`src/cnms_pkg.sv`:
```
package cnms_pkg;

    localparam int unsigned MS_PER_MIN = 60000;
    localparam int SEARCH_MINUTES_DEF = 527040;

    localparam logic [48:0] MIN_MS       = 49'd60000;
    localparam logic [48:0] HOUR_MS      = 49'd3600000;
    localparam logic [48:0] DAY_MS       = 49'd86400000;
    localparam logic [48:0] MONTH28_MS   = 49'd2419200000;
    localparam logic [48:0] MONTH29_MS   = 49'd2505600000;
    localparam logic [48:0] MONTH30_MS   = 49'd2592000000;
    localparam logic [48:0] MONTH31_MS   = 49'd2678400000;
    localparam logic [48:0] YEAR_MS      = 49'd31536000000;
    localparam logic [48:0] LEAP_YEAR_MS = 49'd31622400000;

    typedef enum logic [2:0]
    {
        REG_MINUTE  = 3'd0,
        REG_HOUR    = 3'd1,
        REG_DAY     = 3'd2,
        REG_MONTH   = 3'd3,
        REG_WEEKDAY = 3'd4,
        REG_DAY_ANY = 3'd5,
        REG_WDAY_ANY = 3'd6
    } reg_idx_t;

    typedef struct packed
    {
        logic [59:0] minute_mask;
        logic [23:0] hour_mask;
        logic [30:0] day_mask;
        logic [11:0] month_mask;
        logic [6:0]  weekday_mask;
        logic        day_any;
        logic        weekday_any;
    } cfg_t;

    function automatic logic [4:0] month_days(input logic [3:0] month, input logic leap);
        logic [4:0] r;
        begin
            case (month) inside
                4'd2: r = leap ? 5'd29 : 5'd28;
                4'd4, 4'd6, 4'd9, 4'd11: r = 5'd30;
                default: r = 5'd31;
            endcase
            return r;
        end
    endfunction

endpackage

```
`src/cron_next_match_search.sv`:
```
// cron next-match search
// input channel: in_valid/in_ready with after_ms (signed unix ms, negative
// clamped to zero). output channel: out_valid/out_ready with found and tick_ms.
// config port: cfg_we, cfg_index, cfg_data; write only while idle.
// operation: the start time plus one minute is walked down with one shared
// compare/subtract step per cycle: year by year from 1970, then by month,
// day, hour and minute, which gives the calendar of the first candidate
// minute (up to about 8920 year steps for the largest dates). the search
// then steps one candidate minute per cycle with an incrementing calendar,
// up to SEARCH_MINUTES candidates.
// one item at a time: the next input can be taken in the cycle after the
// result transfer.
// in_ready is low from acceptance until the result transfer completes.
// a stalled receiver holds the result in the output register.
// reset returns every mask to all ones and both wildcards set, and idles.
module cron_next_match_search
#(
    parameter int SEARCH_MINUTES = cnms_pkg::SEARCH_MINUTES_DEF
)
(
    input  logic        clk,
    input  logic        rst_n,
    input  logic        in_valid,
    output logic        in_ready,
    input  logic [48:0] after_ms,
    output logic        out_valid,
    input  logic        out_ready,
    output logic        found,
    output logic [48:0] tick_ms,
    input  logic        cfg_we,
    input  logic [2:0]  cfg_index,
    input  logic [59:0] cfg_data
);

    localparam int CNT_W = $clog2(SEARCH_MINUTES + 1);

    typedef enum logic [7:0]
    {
        S_IDLE  = 8'b00000001,
        S_YEAR  = 8'b00000010,
        S_MONTH = 8'b00000100,
        S_DAY   = 8'b00001000,
        S_HOUR  = 8'b00010000,
        S_MIN   = 8'b00100000,
        S_SRCH  = 8'b01000000,
        S_OUT   = 8'b10000000
    } state_t;

    cnms_pkg::cfg_t cfg;
    state_t state_reg;
    logic [48:0] rem_reg;
    logic [1:0]  y4_reg;
    logic [6:0]  y100_reg;
    logic [8:0]  y400_reg;
    logic [3:0]  month_reg;
    logic [4:0]  mday_reg;
    logic [2:0]  wday_reg;
    logic [5:0]  min_reg;
    logic [4:0]  hour_reg;
    logic [CNT_W-1:0] cnt_reg;
    logic        found_reg;
    logic [48:0] tick_reg;

    logic        leap;
    logic [4:0]  mlen;
    logic        day_ok;
    logic        match;
    logic [48:0] start_ms;
    logic [48:0] step;
    logic [49:0] diff;
    logic        borrow;
    logic [6:0]  y100_inc;
    logic [8:0]  y400_inc;

    function automatic logic [2:0] wday_add(input logic [2:0] w, input logic [1:0] k);
        logic [3:0] s;
        begin
            s = {1'b0, w} + {2'b0, k};
            return (s >= 4'd7) ? 3'(s - 4'd7) : s[2:0];
        end
    endfunction

    cnms_cfg u_cfg
    (
        .clk       (clk),
        .rst_n     (rst_n),
        .cfg_we    (cfg_we),
        .cfg_index (cfg_index),
        .cfg_data  (cfg_data),
        .cfg       (cfg)
    );

    assign leap = (y4_reg == 2'd0) && ((y100_reg != 7'd0) || (y400_reg == 9'd0));
    assign mlen = cnms_pkg::month_days(month_reg, leap);
    assign y100_inc = (y100_reg == 7'd99) ? 7'd0 : y100_reg + 7'd1;
    assign y400_inc = (y400_reg == 9'd399) ? 9'd0 : y400_reg + 9'd1;
    assign start_ms = (after_ms[48] ? 49'd0 : after_ms) + cnms_pkg::MIN_MS;

    always_comb
    begin
        unique case (state_reg)
            S_YEAR:  step = leap ? cnms_pkg::LEAP_YEAR_MS : cnms_pkg::YEAR_MS;
            S_MONTH:
            begin
                case (mlen)
                    5'd28:   step = cnms_pkg::MONTH28_MS;
                    5'd29:   step = cnms_pkg::MONTH29_MS;
                    5'd30:   step = cnms_pkg::MONTH30_MS;
                    default: step = cnms_pkg::MONTH31_MS;
                endcase
            end
            S_DAY:   step = cnms_pkg::DAY_MS;
            S_HOUR:  step = cnms_pkg::HOUR_MS;
            default: step = cnms_pkg::MIN_MS;
        endcase
    end

    assign diff = {1'b0, rem_reg} - {1'b0, step};
    assign borrow = diff[49];

    always_comb
    begin
        logic dm;
        logic wm;
        dm = cfg.day_mask[mday_reg - 5'd1];
        wm = cfg.weekday_mask[wday_reg];
        if (cfg.day_any && cfg.weekday_any)
        begin
            day_ok = 1'b1;
        end
        else if (cfg.day_any)
        begin
            day_ok = wm;
        end
        else if (cfg.weekday_any)
        begin
            day_ok = dm;
        end
        else
        begin
            day_ok = dm || wm;
        end
    end

    assign match = cfg.minute_mask[min_reg] && cfg.hour_mask[hour_reg]
                 && cfg.month_mask[month_reg - 4'd1] && day_ok;

    always_ff @(posedge clk or negedge rst_n)
    begin
        if (!rst_n)
        begin
            state_reg <= S_IDLE;
            rem_reg <= '0;
            y4_reg <= '0;
            y100_reg <= '0;
            y400_reg <= '0;
            month_reg <= 4'd1;
            mday_reg <= 5'd1;
            wday_reg <= '0;
            min_reg <= '0;
            hour_reg <= '0;
            cnt_reg <= '0;
            found_reg <= 1'b0;
            tick_reg <= '0;
        end
        else
        begin
            unique case (state_reg)
                S_IDLE:
                begin
                    if (in_valid)
                    begin
                        rem_reg <= start_ms;
                        tick_reg <= start_ms;
                        y4_reg <= 2'd2;
                        y100_reg <= 7'd70;
                        y400_reg <= 9'd370;
                        month_reg <= 4'd1;
                        mday_reg <= 5'd1;
                        wday_reg <= 3'd4;
                        hour_reg <= '0;
                        min_reg <= '0;
                        cnt_reg <= '0;
                        state_reg <= S_YEAR;
                    end
                end
                S_YEAR:
                begin
                    if (!borrow)
                    begin
                        rem_reg <= diff[48:0];
                        y4_reg <= y4_reg + 2'd1;
                        y100_reg <= y100_inc;
                        y400_reg <= y400_inc;
                        wday_reg <= wday_add(wday_reg, leap ? 2'd2 : 2'd1);
                    end
                    else
                    begin
                        state_reg <= S_MONTH;
                    end
                end
                S_MONTH:
                begin
                    if (!borrow)
                    begin
                        rem_reg <= diff[48:0];
                        month_reg <= month_reg + 4'd1;
                        wday_reg <= wday_add(wday_reg, 2'(mlen - 5'd28));
                    end
                    else
                    begin
                        state_reg <= S_DAY;
                    end
                end
                S_DAY:
                begin
                    if (!borrow)
                    begin
                        rem_reg <= diff[48:0];
                        mday_reg <= mday_reg + 5'd1;
                        wday_reg <= wday_add(wday_reg, 2'd1);
                    end
                    else
                    begin
                        state_reg <= S_HOUR;
                    end
                end
                S_HOUR:
                begin
                    if (!borrow)
                    begin
                        rem_reg <= diff[48:0];
                        hour_reg <= hour_reg + 5'd1;
                    end
                    else
                    begin
                        state_reg <= S_MIN;
                    end
                end
                S_MIN:
                begin
                    if (!borrow)
                    begin
                        rem_reg <= diff[48:0];
                        min_reg <= min_reg + 6'd1;
                    end
                    else
                    begin
                        tick_reg <= tick_reg - rem_reg;
                        state_reg <= S_SRCH;
                    end
                end
                S_SRCH:
                begin
                    if (match)
                    begin
                        found_reg <= 1'b1;
                        state_reg <= S_OUT;
                    end
                    else if (cnt_reg == CNT_W'(SEARCH_MINUTES - 1))
                    begin
                        found_reg <= 1'b0;
                        tick_reg <= '0;
                        state_reg <= S_OUT;
                    end
                    else
                    begin
                        cnt_reg <= cnt_reg + 1'b1;
                        tick_reg <= tick_reg + cnms_pkg::MIN_MS;
                        if (min_reg != 6'd59)
                        begin
                            min_reg <= min_reg + 6'd1;
                        end
                        else
                        begin
                            min_reg <= '0;
                            if (hour_reg != 5'd23)
                            begin
                                hour_reg <= hour_reg + 5'd1;
                            end
                            else
                            begin
                                hour_reg <= '0;
                                wday_reg <= (wday_reg == 3'd6) ? 3'd0 : wday_reg + 3'd1;
                                if (mday_reg != mlen)
                                begin
                                    mday_reg <= mday_reg + 5'd1;
                                end
                                else
                                begin
                                    mday_reg <= 5'd1;
                                    if (month_reg != 4'd12)
                                    begin
                                        month_reg <= month_reg + 4'd1;
                                    end
                                    else
                                    begin
                                        month_reg <= 4'd1;
                                        y4_reg <= y4_reg + 2'd1;
                                        y100_reg <= y100_inc;
                                        y400_reg <= y400_inc;
                                    end
                                end
                            end
                        end
                    end
                end
                S_OUT:
                begin
                    if (out_ready)
                    begin
                        state_reg <= S_IDLE;
                    end
                end
                default: state_reg <= S_IDLE;
            endcase
        end
    end

    assign in_ready = (state_reg == S_IDLE);
    assign out_valid = (state_reg == S_OUT);
    assign found = found_reg;
    assign tick_ms = tick_reg;

`ifndef SYNTH
    a_onehot: assert property (@(posedge clk) disable iff (!rst_n)
        $onehot(state_reg))
        else $error("state not one-hot");
    a_walk_end: assert property (@(posedge clk) disable iff (!rst_n)
        (state_reg == S_MIN && borrow) |=> (state_reg == S_SRCH))
        else $error("calendar walk did not finish");
    a_nf_zero: assert property (@(posedge clk) disable iff (!rst_n)
        (out_valid && !found) |-> (tick_ms == '0))
        else $error("not found with nonzero tick");
    a_cnt_lim: assert property (@(posedge clk) disable iff (!rst_n)
        (state_reg == S_SRCH) |-> (cnt_reg < CNT_W'(SEARCH_MINUTES)))
        else $error("search count overrun");
    a_hold: assert property (@(posedge clk) disable iff (!rst_n)
        (out_valid && !out_ready) |=> (out_valid && $stable(tick_ms)))
        else $error("result dropped under stall");
`endif

endmodule

```
`src/cnms_cfg.sv`:
```
module cnms_cfg
(
    input  logic                clk,
    input  logic                rst_n,
    input  logic                cfg_we,
    input  logic [2:0]          cfg_index,
    input  logic [59:0]         cfg_data,
    output cnms_pkg::cfg_t      cfg
);

    cnms_pkg::cfg_t cfg_reg;

    always_ff @(posedge clk or negedge rst_n)
    begin
        if (!rst_n)
        begin
            cfg_reg <= '1;
        end
        else if (cfg_we)
        begin
            unique case (cfg_index)
                cnms_pkg::REG_MINUTE:   cfg_reg.minute_mask <= cfg_data;
                cnms_pkg::REG_HOUR:     cfg_reg.hour_mask <= cfg_data[23:0];
                cnms_pkg::REG_DAY:      cfg_reg.day_mask <= cfg_data[30:0];
                cnms_pkg::REG_MONTH:    cfg_reg.month_mask <= cfg_data[11:0];
                cnms_pkg::REG_WEEKDAY:  cfg_reg.weekday_mask <= cfg_data[6:0];
                cnms_pkg::REG_DAY_ANY:  cfg_reg.day_any <= cfg_data[0];
                cnms_pkg::REG_WDAY_ANY: cfg_reg.weekday_any <= cfg_data[0];
                default: ;
            endcase
        end
    end

    assign cfg = cfg_reg;

endmodule
```
`config.mk`:
```
export PLATFORM = sky130hd
export DESIGN_NAME = cron_next_match_search
export DESIGN_NICKNAME = d
export VERILOG_FILES = /design/src/cnms_pkg.sv /design/src/cron_next_match_search.sv /design/src/cnms_cfg.sv
export SDC_FILE = /design/constraint.sdc
export NUM_CORES = 1
export LEC_CHECK = 0
export BUFFER_PORTS_ARGS = -buffer_cell sky130_fd_sc_hd__buf_2
export CELL_PAD_IN_SITES_DETAIL_PLACEMENT = 0
export CELL_PAD_IN_SITES_GLOBAL_PLACEMENT = 1
export CORE_MARGIN = 3
export CORE_UTILIZATION = 52
export CTS_BUF_LIST = sky130_fd_sc_hd__clkbuf_8
export DETAILED_ROUTE_END_ITERATION = 12
export HOLD_SLACK_MARGIN = 0.15
export PLACE_DENSITY_LB_ADDON = 0.1
export SETUP_SLACK_MARGIN = 0.15
export SLEW_MARGIN = 40
export SYNTH_ARGS = -nofsm -noshare
export SYNTH_HDL_FRONTEND = slang
export SYNTH_HIERARCHICAL = 1
export SYNTH_SLANG_ARGS = --single-unit
```
`constraint.sdc`:
```
create_clock -name clk -period 7.8 [get_ports clk]
set_clock_uncertainty 0.1 [all_clocks]
set_input_delay 0.78 -clock clk [delete_from_list [all_inputs] [get_ports clk]]
set_output_delay 0.78 -clock clk [all_outputs]
set_load 0.05 [all_outputs]
```
==> Yosys cells after proc, flatten, opt, wreduce, memory -nomap -nowiden <==
Index checks and enable logic that the tools add are counted.
{ "word_totals": {"regBits": 304, "inputBits": 117, "out_inout_bits": 52, "wordCells": 256} }
{ "classes": {"add_sub_neg": 22, "magnitude_cmp": 8, "n_eq_ne": 50, "n_mux": 116, "reduce_logical": 40} }
{ "ops": {"columns": ["operator", "n"], "rows": [
  ["49-bit two-way mux", 5],
  ["49-bit case mux with 3 select lines", 1],
  ["35-bit case mux with 4 select lines", 1],
  ["49-bit case mux with 2 select lines", 1],
  ["28-bit case mux with 3 select lines", 1],
  ["9-bit two-way mux", 9],
  ["8-bit two-way mux", 9],
  ["5-bit two-way mux", 13],
  ["8-bit case mux with 8 select lines", 1],
  ["7-bit two-way mux", 9],
  ["20-bit two-way mux", 3],
  ["49-bit by 49-bit subtractor with 50-bit output", 1],
  ["48-bit by 16-bit adder with 49-bit output, second input constant", 1],
  ["49-bit by 16-bit adder with 49-bit output, second input constant", 1],
  ["49-bit subtractor", 1],
  ["48-bit two-way mux", 1],
  ["20-bit case mux with 2 select lines", 1],
  ["3-bit two-way mux", 12],
  ["2-bit != test, second input constant", 18],
  ["4-bit two-way mux", 8],
  ["6-bit two-way mux", 5],
  ["5-bit case mux with 3 select lines", 2],
  ["28-bit two-way mux", 1],
  ["9-bit case mux with 3 select lines", 1],
  ["73 further kinds", 130]
]} }

==> Longest topological paths before layout <==
Gate-level depths: netlist (run 1).
{ "depth": {"word_depth": 12, "mapped_depth": 23, "depth_no_buf": 22} }

==> By module <==
Netlist (run 1), hierarchy kept.
{ "by_module_without_submodules": {"columns": ["module", "instances", "cells_per_inst", "area_per_inst_um2", "seq_area_each_um2"], "rows": [
  ["cron_next_match_search", 1, 2183, 16858.7, 4207.8],
  ["cnms_cfg", 1, 293, 5360.1, 3573.4]
]} }

==> Worst setup path after synthesis (run 1) <==
Ideal clock, no wire load.
{ "synth_timing": {"path_kind": "register to register", "startpoint": "reg month_reg[0]", "endpoint": "reg rem_reg[37]", "setup_time_ns": 0.140, "arrival_ns": 4.501, "required_time_ns": 7.560, "slack_ns": 3.060, "path_stages_with_launch": 22, "path_buffers": 4, "period_less_slack_ns": 4.740, "cell_sequence": "dfstp_2 -> clkbuf_1 -> inv_1 -> ha_1 -> o21ai_0 -> nor2_1 -> a21oi_1 -> o21ai_1 -> o22ai_1 -> nor2_1 -> ha_1 -> and3_1 -> o2111a_1 -> a32oi_1 -> a211oi_1 -> a311o_1 -> nor2_1 -> buf_2 -> o21a_1 -> clkbuf_1 -> clkbuf_1 -> o32ai_1"} }
{ "synth_between": {"elab_chain_len": 10, "word_cells_on_any_way": 18, "classes_between": "1 x add/sub; 9 x eq/ne; 6 x mux; 2 x reduce/logical"} }
{ "synth_rtl": {"columns": ["element", "line_no", "text"], "rows": [
  ["from (decl)", "cron_next_match_search.sv:55", "logic [3:0] month_reg;"],
  ["from (signal assigned)", "cron_next_match_search.sv:207", "month_reg <= month_reg + 4'd1;"],
  ["from (signal assigned)", "cron_next_match_search.sv:294", "month_reg <= month_reg + 4'd1;"],
  ["4-bit by 3-bit equality test with 1-bit output or 4-bit equality test (tied branches)", "cron_next_match_search.sv:94", "assign mlen = cnms_pkg::month_days(month_reg, leap);"],
  ["4-bit OR reduction", "cnms_pkg.sv:41", "case (month) inside"],
  ["1-bit two-way mux", "cnms_pkg.sv:41", null],
  ["2-bit two-way mux *", "cnms_pkg.sv:41", null],
  ["5-bit equality test", "cron_next_match_search.sv:105", "case (mlen)"],
  ["28-bit case mux with 3 select lines *", "cron_next_match_search.sv:105", null],
  ["35-bit case mux with 4 select lines *", "cron_next_match_search.sv:101", "unique case (state_reg)"],
  ["49-bit by 49-bit subtractor with 50-bit output *", "cron_next_match_search.sv:118", "assign diff = {1'b0, rem_reg} - {1'b0, step};"],
  ["49-bit two-way mux or 2-bit != test (tied branches)", null, null],
  ["49-bit case mux with 2 select lines or 3-bit AND reduction (tied branches)", null, null],
  ["to (signal assigned)", "cron_next_match_search.sv:191", "rem_reg <= diff[48:0];"],
  ["to (signal assigned)", "cron_next_match_search.sv:206", "rem_reg <= diff[48:0];"],
  ["to (signal assigned)", "cron_next_match_search.sv:219", "rem_reg <= diff[48:0];"],
  ["to (decl)", "cron_next_match_search.sv:51", "logic [48:0] rem_reg;"]
]} }
Mark *: on every way between the ends. The rest lies on a longest branch, timed or not. The select of a mux whose other input is x is not followed.
A chain may end at the register's enable or synchronous reset.

==> Worst setup path after layout (run 1) <==
{ "layout_timing": {"startpoint": "reg month_reg[0]", "endpoint": "reg tick_reg[2], in the netlist tick_ms[2]"} }
{ "layout_between": {"elab_chain_len": 10, "word_cells_on_any_way": 22, "classes_between": "2 x add/sub; 10 x eq/ne; 6 x mux; 4 x reduce/logical"} }
{ "layout_rtl": {"columns": ["element", "line_no", "text"], "rows": [
  ["4-bit by 3-bit equality test with 1-bit output or 4-bit equality test (tied branches)", "cron_next_match_search.sv:94", null],
  ["4-bit OR reduction", "cnms_pkg.sv:41", null],
  ["1-bit two-way mux", "cnms_pkg.sv:41", null],
  ["2-bit two-way mux", "cnms_pkg.sv:41", null],
  ["5-bit equality test", "cron_next_match_search.sv:105", null],
  ["28-bit case mux with 3 select lines", "cron_next_match_search.sv:105", null],
  ["35-bit case mux with 4 select lines", "cron_next_match_search.sv:101", null],
  ["49-bit by 49-bit subtractor with 50-bit output", "cron_next_match_search.sv:118", null],
  ["2-bit != test (no source line)", null, null],
  ["4-bit AND reduction (no source line) *", null, null],
  ["to (signal assigned)", "cron_next_match_search.sv:174", "tick_reg <= start_ms;"],
  ["to (signal assigned)", "cron_next_match_search.sv:249", "tick_reg <= tick_reg - rem_reg;"],
  ["to (signal assigned)", "cron_next_match_search.sv:269", "tick_reg <= tick_reg + cnms_pkg::MIN_MS;"],
  ["to (decl)", "cron_next_match_search.sv:62", "logic [48:0] tick_reg;"]
]} }
Marked as above.

==> impl_results.md, run 1 <==
* Initial antenna violation count at 1
* First-pass GRT wire length at 109.5 mm
* Outcome: complete, no violations
* Fillers at 3766
* IO Count at 169
* R2r setup slk at 1.87 ns
* Gr usage total at 0.3084
* TritonCTS Buffers at 56
* GPL Wtd Cong at 0.9437
* Max-capacitance violation count at 0
* Final hold viol count at 0
* Layout cells sized above 1 at 0.2363
* Cell area after synthesis at 22220 sq um
* Avg Inst Size Synth at 8.974 sq um
* Syn Inst Count at 2476
* DP Wirelength at 52.04 mm
* Ys async rst share at 1.000
* Antenna viol nets, final at 0
* CTS root buf: clkbuf_8
* Hold_sp: cfg_data[49]
* Hold WC Path Type: in2reg
* EDFF count, synth at 0
* Row count at 75
* Flops & latches, synth at 304
* Mapped Nets at 2699
* Clock Sinks at 304
* CTS tree: yes
* Reg2reg start: month_reg[0]
* Port bufs at 168
* GRT overflow at 0
* Drt via density at 6.274
* Htree depth at 2
* DRT iter0 DRCs at 1745
* Clk slew on worst S/H paths at 0.06 ns
* Sequential area share after synthesis at 0.3502
* Via count at 20000
* Setup TNS at 0 ns
* Crit path launch: month_reg[0]
* Top_reg_cell synth: dfrtp_1
* Full die area at 45250 sq um
* Max Clock Freq at 0.1687 GHz
* Total power at 10030 uW
* Cell Pwr Density at 405.9 nW/um^2
* Largest net degree at the start of global routing at 86
* Area growth syn-to-layout at 11.28%
* Starting Density at 0.5285
* Crit path launch type: flop
* WL/cell at 22.17 um
* Max_slew headroom at 0.4490
* Reg2reg path depth at 19
* Reg2reg end: tick_ms[2]
* Number of global-route vias before repair at 19390
* Clock Path Buffers at 3
* Peak supply drop at 328.1 uV
* Fin crit period at 5.926 ns
* Drt total wl at 70.67 mm
* Final worst-path cycle share at 0.7598
* Total inserted antenna cells at 0
* Hold Crit Depth at 2
* Post-CTS Repair Setup Buffers at 0
* Core area at 42040 sq um
* Die height at 212.7 um
* WHS at 0.2303 ns
* Unrepaired setup endpoints after global routing: false
* Die Wd at 212.7 um
* DRC Markers at 0
* WS Path Type: reg2reg
* 1st-pass router iterations at 6
* P_leak at 0.01059 uW
* Post-synth cell types at 94
* Setup crit end kind: flop
* Synthesis Warnings at 6
* Clk Latency, worst-skew pair at 0.68 ns
* CP max FO at 85
* Max Slew Vio Count at 0
* Final setup fails at 0
* Worst Tran Pin Value at 0.8234 ns
* Arr. time, crit path at 6.39 ns
* Nets at 2827
* CP Data Required Time at 8.26 ns
* Max FFs per register at 136
* Hold path endpoint: u_cfg/cfg[125]
## metrics by stage
step / instances / area, sq um / utilization / worst slack, ns
floorplan: 2476 / 22220 / - / 3.060
global placement: 3082 / 23390 / 0.5563 / 2.144
detailed placement: 3083 / 23440 / 0.5575 / 2.022
CTS: 3187 / 24690 / 0.5874 / 2.007
global route: 3188 / 24730 / 0.5881 / 1.562
finish: 3188 / 24730 / 0.5881 / 1.874
## worst max-delay path, cell delays in order, from the launching register on
cell	delay, ns
dfstp_2	0.65
inv_1	0.12
ha_1	0.22
o21ai_0	0.16
nor2_1	0.05
a21oi_1	0.40
o21ai_1	0.32
o22ai_1	0.34
nor2_1	0.10
ha_1	0.35
and3_1	0.20
o2111a_1	0.12
a32oi_1	0.33
a211oi_1	0.18
a311o_1	0.40
nor3_1	0.52
o221ai_4	0.27
buf_12	0.25
nand2b_1	0.31
mux2_2	0.33
## Yosys cell counts (54+ instances only)
master,number,area share
xor2_1,54,0.021
a21oi_1,191,0.043
xnor2_1,91,0.036
inv_1,108,0.018
nor2_1,225,0.038
dfstp_2,139,0.16
dfrtp_1,165,0.19
nand3_1,84,0.019
o21ai_0,190,0.043
nand2_1,219,0.037
mux2_2,128,0.065
clkbuf_1,91,0.015
ha_1,102,0.057
## power by group
part | switching (uW) | internal (uW)
Sequential | 473 | 2120
Combinational | 3630 | 2110
Clock | 750 | 962
## worst max-delay path by stage
stage / to
after CTS: tick_ms[1]
after global routing: tick_ms[3]
after global placement: tick_ms[4]
final: tick_ms[2]
after floorplan: rem_reg[37]
after detailed placement: tick_ms[1]
## repair_timing
item	CTS	global route
gates resized for setup	0	0
hold endpoints to repair	52	0
hold buffers	1	0
## per-layer routing
layer / GRT usage / vias up / routed length [um] / share of wire
met1: 0.4254 / 9771 / 30810 / 0.44
met2: 0.4887 / 725 / 32360 / 0.46
li1: - / 9342 / - / -
met4: 0.1241 / 0 / 2764 / 0.039
met3: 0.04849 / 163 / 4736 / 0.067
met5: 0 / - / 0 / 0
## cell type report
class | count | area, sq um | share of cell area
multi-input combinational | 1937 | 13500 | 0.5461
tap | 539 | 674.4 | 0.02728
sequential | 304 | 7782 | 0.3148
inverter | 110 | 412.9 | 0.01670
clock buffer | 75 | 1032 | 0.04175
timing repair buffer | 195 | 1105 | 0.04468
clock inverter | 28 | 216.5 | 0.008755
## cell usage in the layout, fill, tap and decap left out, drive strengths merged, types with 16 or more instances in the layout
cell type  instances
ha               102
nand2b            22
a21oi            191
buf              194
xnor2             91
o31ai             16
nand2            219
mux2             141
nand3             84
and2              17
o21a              18
dfstp            139
and3              32
a31oi             16
nor4              16
dfrtp            165
a21o              48
nor2             226
inv              127
o21ai            197
mux2i             17
nand4             51
mux4              34
xor2              54
o22ai             32
nor3              43
nor2b             27
clkbuf            75
a211oi            42
## logic make-up after synthesis
family,synth area share
AND/OR/NAND/NOR,0.1764
flip-flops,0.3502
buffers and inverters,0.04477
multiplexers,0.1158
adder cells (fa/ha/maj),0.06104
XOR/XNOR,0.05716
AO/OA/AOI/OAI,0.1947
No activity file was read; power rests on OpenSTA's default activity.
==> inputs of run 2 (changes only) <==
--- a/config.mk
+++ b/config.mk
@@ -9,7 +9,7 @@
 export CELL_PAD_IN_SITES_DETAIL_PLACEMENT = 0
 export CELL_PAD_IN_SITES_GLOBAL_PLACEMENT = 1
 export CORE_MARGIN = 3
-export CORE_UTILIZATION = 52
+export CORE_UTILIZATION = 49
 export CTS_BUF_LIST = sky130_fd_sc_hd__clkbuf_8
 export DETAILED_ROUTE_END_ITERATION = 12
 export HOLD_SLACK_MARGIN = 0.15
==> constraint.sdc (replaced) <==
create_clock -name clk -period 5.61 [get_ports clk]
set_clock_uncertainty 0.1 [all_clocks]
set_input_delay 0.561 -clock clk [delete_from_list [all_inputs] [get_ports clk]]
set_output_delay 0.561 -clock clk [all_outputs]
set_load 0.05 [all_outputs]
==> run 2 against run 1 <==
  * Sequential power grew 38%
  * Global-route usage shrank 1.0 points
  * Clock power rose by 33%
  * Core utilization decreased by 1.4 points
  * First-iteration DRC count fell by 11%
  * Clock-buffer cell count stayed put
  * Critical path type unchanged
  * Largest cell class unchanged
==> impl_results.md, run 2 (same netlist as run 1, synthesis figures left out) <==
* Final worst-path cycle share at 0.9059 (+0.1461)
* DP Wirelength at 52.80 mm (+1.5%)
* DRC Markers at 0 (unchanged)
* Gr usage total at 0.2983 (-0.01012)
* Post-CTS Repair Setup Buffers at 0 (unchanged)
* DRT iter0 DRCs at 1546 (-11%)
* Die height at 218.9 um (+2.9%)
* Antenna viol nets, final at 0 (unchanged)
* Crit path buffers/inverters at 2 (unchanged)
* Setup crit end kind: flop
* CP max FO at 10 (-88%)
* Drt via density at 6.071 (-3.2%)
* Port bufs at 168 (unchanged)
* Clock Sinks at 304 (unchanged)
* Max FFs per register at 136 (unchanged)
* WHS at 0.2377 ns (+0.007397 ns)
* Crit path launch type: flop
* Total power at 13930 uW (+39%)
* CTS tree: yes
* TritonCTS Buffers at 56 (unchanged)
* Via count at 20190 (+0.96%)
* CTS root buf: clkbuf_8
* Clk slew on worst S/H paths at 0.07 ns (about the same)
* Most common cell after layout, fill and taps aside: nor2_1
* Clk Latency, worst-skew pair at 0.68 ns (about the same)
* GRT overflow at 0 (unchanged)
* Peak supply drop at 376.1 uV (+15%)
* GPL Wtd Cong at 0.8899 (-5.7%)
* Starting Density at 0.4992 (-0.02933)
* CP max-delay cell: dfstp_2
* Cell Pwr Density at 544.6 nW/um^2 (+34%)
* Htree depth at 2 (unchanged)
* Outcome: complete, no violations
* Nets at 2908 (+2.9%)
* Max Clock Freq at 0.1968 GHz (+17%)
* Fin crit period at 5.082 ns (-0.8444 ns)
* Worst path cell trace: inv_1 > ha_1 > nand2_1 > inv_1 > nor2_1 > a21oi_1 > ha_1 > a211o_1 > a21oi_1 > nor2b_1 > a211oi_1 > a311o_1 > nor3_2 > o221ai_4 > nand2b_1 > mux2_2
* Core area at 44510 sq um (+5.9%)
* Arr. time, crit path at 5.55 ns (-0.84 ns)
* Drt total wl at 71.85 mm (+1.7%)
* CP delay by family, top: compound AO/OA/AOI/OAI gates
* Max_slew headroom at 0.3968 (-0.05222)
* Instance count on the critical path at 16 (-3)
* First-pass GRT wire length at 112.4 mm (+2.6%)
* Area growth syn-to-layout at 15.09%
* Worst Tran Pin Value at 0.8994 ns (+0.07595 ns)
* CP Data Required Time at 6.08 ns (-2.18 ns)
* Area after DPL at 23640 sq um (+0.86%)
* 1st-pass router iterations at 5 (-1)
* Final hold viol count at 0 (unchanged)
* Clock Path Buffers at 3 (unchanged)
* P_leak at 0.01094 uW (+3.4%)
* IO Count at 169 (unchanged)
* CP peak stage delay at 0.65 ns (about the same)
* Unrepaired setup endpoints after global routing: false
* Reg2reg path depth at 16 (-3)
* Die Wd at 218.9 um (+2.9%)
* Layout cells sized above 1 at 0.2368 (+0.0005072)
* WS Path Type: reg2reg
* Final setup fails at 0 (unchanged)
* Finished Cell Area at 25570 sq um (+3.4%)
* WL/cell at 21.60 um (-2.5%)
* Placed cell count at 3151 (+2.2%)
* Non-Filler Instances at 3326 (+4.3%)
* Max-capacitance violation count at 0 (unchanged)
* Setup TNS at 0 ns (unchanged)
* Largest net degree at the start of global routing at 126 (+47%)
* Full die area at 47930 sq um (+5.9%)
* Hold WC Path Type: in2async
* Number of global-route vias before repair at 20000 (+3.2%)
* Initial antenna violation count at 1 (unchanged)
* Most frequent cells in the layout: 223 x nor2_1, 216 x nand2_1, 190 x o21ai_0
* Row count at 77 (+2.7%)
* Max Slew Vio Count at 0 (unchanged)
==> run 2: worst paths after layout <==
path	from	to	slack, ns
worst max-delay path	month_reg[0]	tick_ms[1]	0.53
worst min-delay path	rst_n	tick_ms[44]	0.24
worst max register to register	month_reg[0]	tick_ms[1]	0.53
worst min register to register	rem_reg[3]	rem_reg[3]	0.38
max in group asynchronous	rst_n	rem_reg[6]	4.21
min in group clk	after_ms[5]	rem_reg[5]	0.24
==> run 2: area by class of cell <==
class | instances | area (sq um)
timing repair buffer | 276 | 1911
multi-input combinational | 1937 | 13520
clock inverter | 30 | 165.2
clock buffer | 75 | 1032
fill | 4067 | 18940
tap | 592 | 740.7
inverter | 110 | 412.9
sequential | 304 | 7782
antenna | 2 | 5.005
==> run 2: layer usage <==
metal | track usage | vias up | wire length, um
li1 | - | 9495 | -
met5 | 0 | - | 0
met4 | 0.1097 | 0 | 2526
met1 | 0.4038 | 9965 | 32190
met2 | 0.4795 | 587 | 33190
met3 | 0.05359 | 146 | 3955
==> run 2: metrics by stage <==
stage               utilization  setup WS (ns)
detailed placement       0.5311         0.1110
CTS                      0.5732         0.2435
finish                   0.5745         0.5280
global placement         0.5296         0.2892
floorplan                     -         0.8695
global route             0.5744         0.1529
==> run 2: power breakdown <==
part           switching (uW)  total [uW]  internal (uW)
Clock                    1070        2280           1210
Combinational            5060        8070           3010
Sequential                640        3580           2940
Total                    6770       13900           7160
==> run 2: what timing repair did <==
action                                  CTS  global route
hold buffers                             67             0
resized for setup                         1             6
endpoints found under the setup margin    4           105
hold endpoints to repair                307             0
==> inputs of run 3 (changes only) <==
--- a/config.mk
+++ b/config.mk
@@ -13,9 +13,10 @@
 export CTS_BUF_LIST = sky130_fd_sc_hd__clkbuf_8
 export DETAILED_ROUTE_END_ITERATION = 12
 export HOLD_SLACK_MARGIN = 0.15
+export MAX_ROUTING_LAYER = met4
 export PLACE_DENSITY_LB_ADDON = 0.1
 export SETUP_SLACK_MARGIN = 0.15
-export SLEW_MARGIN = 40
+export SLEW_MARGIN = 15
 export SYNTH_ARGS = -nofsm -noshare
 export SYNTH_HDL_FRONTEND = slang
 export SYNTH_HIERARCHICAL = 1
==> run 3 against run 2 <==
  * Non-clock buffer count decreased by 8
  * Routed wire length decreased by 0.64%
  * Maximum frequency increased by 0.28%
  * Critical path depth increased by 4
  * Clock-buffer cell count decreased by 1
  * Clock power about the same
  * Core utilization decreased by 0.24 points
  * Sequential cell count unchanged
  * Critical path type unchanged
  * Critical endpoint is now rem_reg[37]
  * Largest power group unchanged
==> impl_results.md, run 3 (same netlist as run 1, synthesis figures left out) <==
* Htree depth at 2 (unchanged)
* Placed cell count at 3145 (-0.19%)
* Worst path cell trace: inv_1 > ha_1 > o21ai_0 > nor2_1 > a21oi_2 > nand2_1 > nand2_1 > nor2_1 > nor3_1 > ha_1 > and3_1 > o2111a_1 > a32oi_1 > a211oi_1 > a311o_1 > o21ai_0 > nand2_1 > buf_4 > and4_1 > o32ai_1
* Max-capacitance violation count at 0 (unchanged)
* Multi-input gate area at 13510 sq um (-0.12%)
* R2r setup slk at 0.54 ns (about the same)
* Via count at 20000 (-0.95%)
* Drt via density at 6.036 (-0.59%)
* Outcome: complete, no violations
* Area growth syn-to-layout at 14.60%
* Largest net degree at the start of global routing at 179 (+42%)
* Peak supply drop at 427.2 uV (+14%)
* 1st-pass router iterations at 5 (unchanged)
* Core area at 44510 sq um (unchanged)
* Die Wd at 218.9 um (unchanged)
* Drt total wl at 71.40 mm (-0.64%)
* Register area at 7781 sq um (about the same)
* Full die area at 47930 sq um (unchanged)
* Non-Filler Instances at 3314 (-0.36%)
* CTS root buf: clkbuf_8
* Final hold viol count at 0 (unchanged)
* Port bufs at 168 (unchanged)
* Hold_sp: in_valid
* CP delay by family, top: compound AO/OA/AOI/OAI gates
* Max Clock Freq at 0.1973 GHz (+0.28%)
* Crit path buffers/inverters at 2 (unchanged)
* Starting Density at 0.4992 (unchanged)
* Number of global-route vias before repair at 19690 (-1.6%)
* WS Path Type: reg2reg
* Total power at 13900 uW (-0.16%)
* DRT iter0 DRCs at 1700 (+10%)
* CP max-delay cell: dfstp_2
* Row count at 77 (unchanged)
* Gr usage total at 0.3046 (+0.006249)
* CP max FO at 19 (+9)
* Clock Path Buffers at 3 (unchanged)
* CTS tree: yes
* Setup TNS at 0 ns (unchanged)
* WL/cell at 21.54 um (-0.28%)
* Cell Pwr Density at 546.0 nW/um^2 (+0.26%)
* Hold path endpoint: state_reg[1]
* Antenna viol nets, final at 0 (unchanged)
* Clock Sinks at 304 (unchanged)
* Area after DPL at 23560 sq um (-0.35%)
* Crit path launch type: flop
* Worst Tran Pin Value at 1.055 ns (+0.1560 ns)
* DP Wirelength at 52.68 mm (-0.23%)
* DRC Markers at 0 (unchanged)
* Fillers at 4041 (-0.64%)
* Nets at 2898 (-0.34%)
* Unrepaired setup endpoints after global routing: false
* Hold WC Path Type: in2reg
* Clk Latency, worst-skew pair at 0.66 ns (-0.02 ns)
* Finished Cell Area at 25460 sq um (-0.42%)
* CP Data Required Time at 6.07 ns (about the same)
* Cell repeated most along the worst path: nand2_1
* Final worst-path cycle share at 0.9034 (-0.002526)
* Reg2reg start: month_reg[0]
* TritonCTS Buffers at 54 (-3.6%)
* Most frequent cells in the layout: 224 x nor2_1, 218 x nand2_1, 189 x o21ai_0, 189 x a21oi_1, 167 x buf_2
* Setup crit end kind: flop
* Fin crit period at 5.068 ns (-0.01417 ns)
* First-pass GRT wire length at 111.8 mm (-0.50%)
* Arr. time, crit path at 5.52 ns (-0.03 ns)
* Max Slew Vio Count at 0 (unchanged)
* Most common cell after layout, fill and taps aside: nor2_1
* Hold Crit Depth at 3
* Die height at 218.9 um (unchanged)
* GRT overflow at 0 (unchanged)
* Reg2reg end: rem_reg[37]
* IO Count at 169 (unchanged)
* GPL Wtd Cong at 0.9064 (+1.9%)
* Max FFs per register at 136 (unchanged)
* CP peak stage delay at 0.65 ns (about the same)
* Final setup fails at 0 (unchanged)
* Reg2reg path depth at 20 (+4)
* Initial antenna violation count at 0 (-1)
* Max_slew headroom at 0.2964 (-0.1004)
* Clk slew on worst S/H paths at 0.06 ns (about the same)
* P_leak at 0.01088 uW (-0.60%)
* Layout cells sized above 1 at 0.2331 (-0.003735)
==> run 3: cell count changes in the layout (fill, tap and decap cells not counted), moves of 2 or more <==
cell / previous run / this run
buf_4: 35 / 31
clkinv_2: 9 / 6
inv_1: 126 / 123
buf_16: 2 / 0
bufinv_16: 0 / 2
nand2_1: 216 / 218
nand2_2: 3 / 1
==> run 3: final cells by class <==
type | count | area share
multi-input combinational | 1937 | 0.5304
sequential | 304 | 0.3056
timing repair buffer | 268 | 0.07086
clock buffer | 74 | 0.04000
tap | 592 | 0.02909
inverter | 110 | 0.01622
clock inverter | 27 | 0.007665
antenna | 2 | 0.0001966
==> run 3: stage by stage <==
| step | util | hold WS (ns) | worst slack (ns) |
|---|---|---|---|
| global placement | 0.5292 | 0.3666 | 0.3698 |
| CTS | 0.5713 | 0.1506 | 0.2059 |
| finish | 0.5721 | 0.1918 | 0.5422 |
| floorplan | - | 0.1654 | 0.8695 |
| detailed placement | 0.5292 | 0.3756 | 0.2016 |
| global route | 0.5720 | 0.2037 | 0.1962 |
==> run 3: worst max path at each step <==
stage	startpoint	slack, ns	end	cells after the start
after global placement	month_reg[0]	0.37	tick_ms[1]	18
after global routing	month_reg[0]	0.20	y400_reg[7]	19
final	month_reg[0]	0.54	rem_reg[37]	20
after CTS	month_reg[0]	0.21	tick_ms[1]	18
after detailed placement	month_reg[0]	0.20	tick_ms[4]	18
after floorplan	month_reg[0]	0.87	rem_reg[37]	21
==> run 3: timing repair <==
item	4_1_cts	5_1_grt
gates resized for setup	0	7
setup endpoints to repair	0	123
hold endpoints to repair	183	0
hold buffers	66	0
setup buffers	0	0
==> run 3: worst min-delay path, cell delays in order <==
cell	delay (ns)
buf_2	0.11
and2_1	0.15
a21o_1	0.08
==> run 3: report_power, final <==
part | leakage (uW) | internal, uW | switching [uW]
combinational | 0.00664 | 3000 | 5030
sequential | 0.00355 | 2940 | 634
clock | 0.000683 | 1280 | 1020
==> run 3: routing by layer <==
metal | part of all wire | vias to the layer above | GRT usage | wire [um]
li1 | - | 9472 | - | -
met1 | 0.45 | 9798 | 0.4117 | 32080
met2 | 0.47 | 620 | 0.4833 | 33630
met3 | 0.051 | 112 | 0.03642 | 3661
met4 | 0.028 | 0 | 0.09160 | 2019
met5 | 0 | - | - | 0
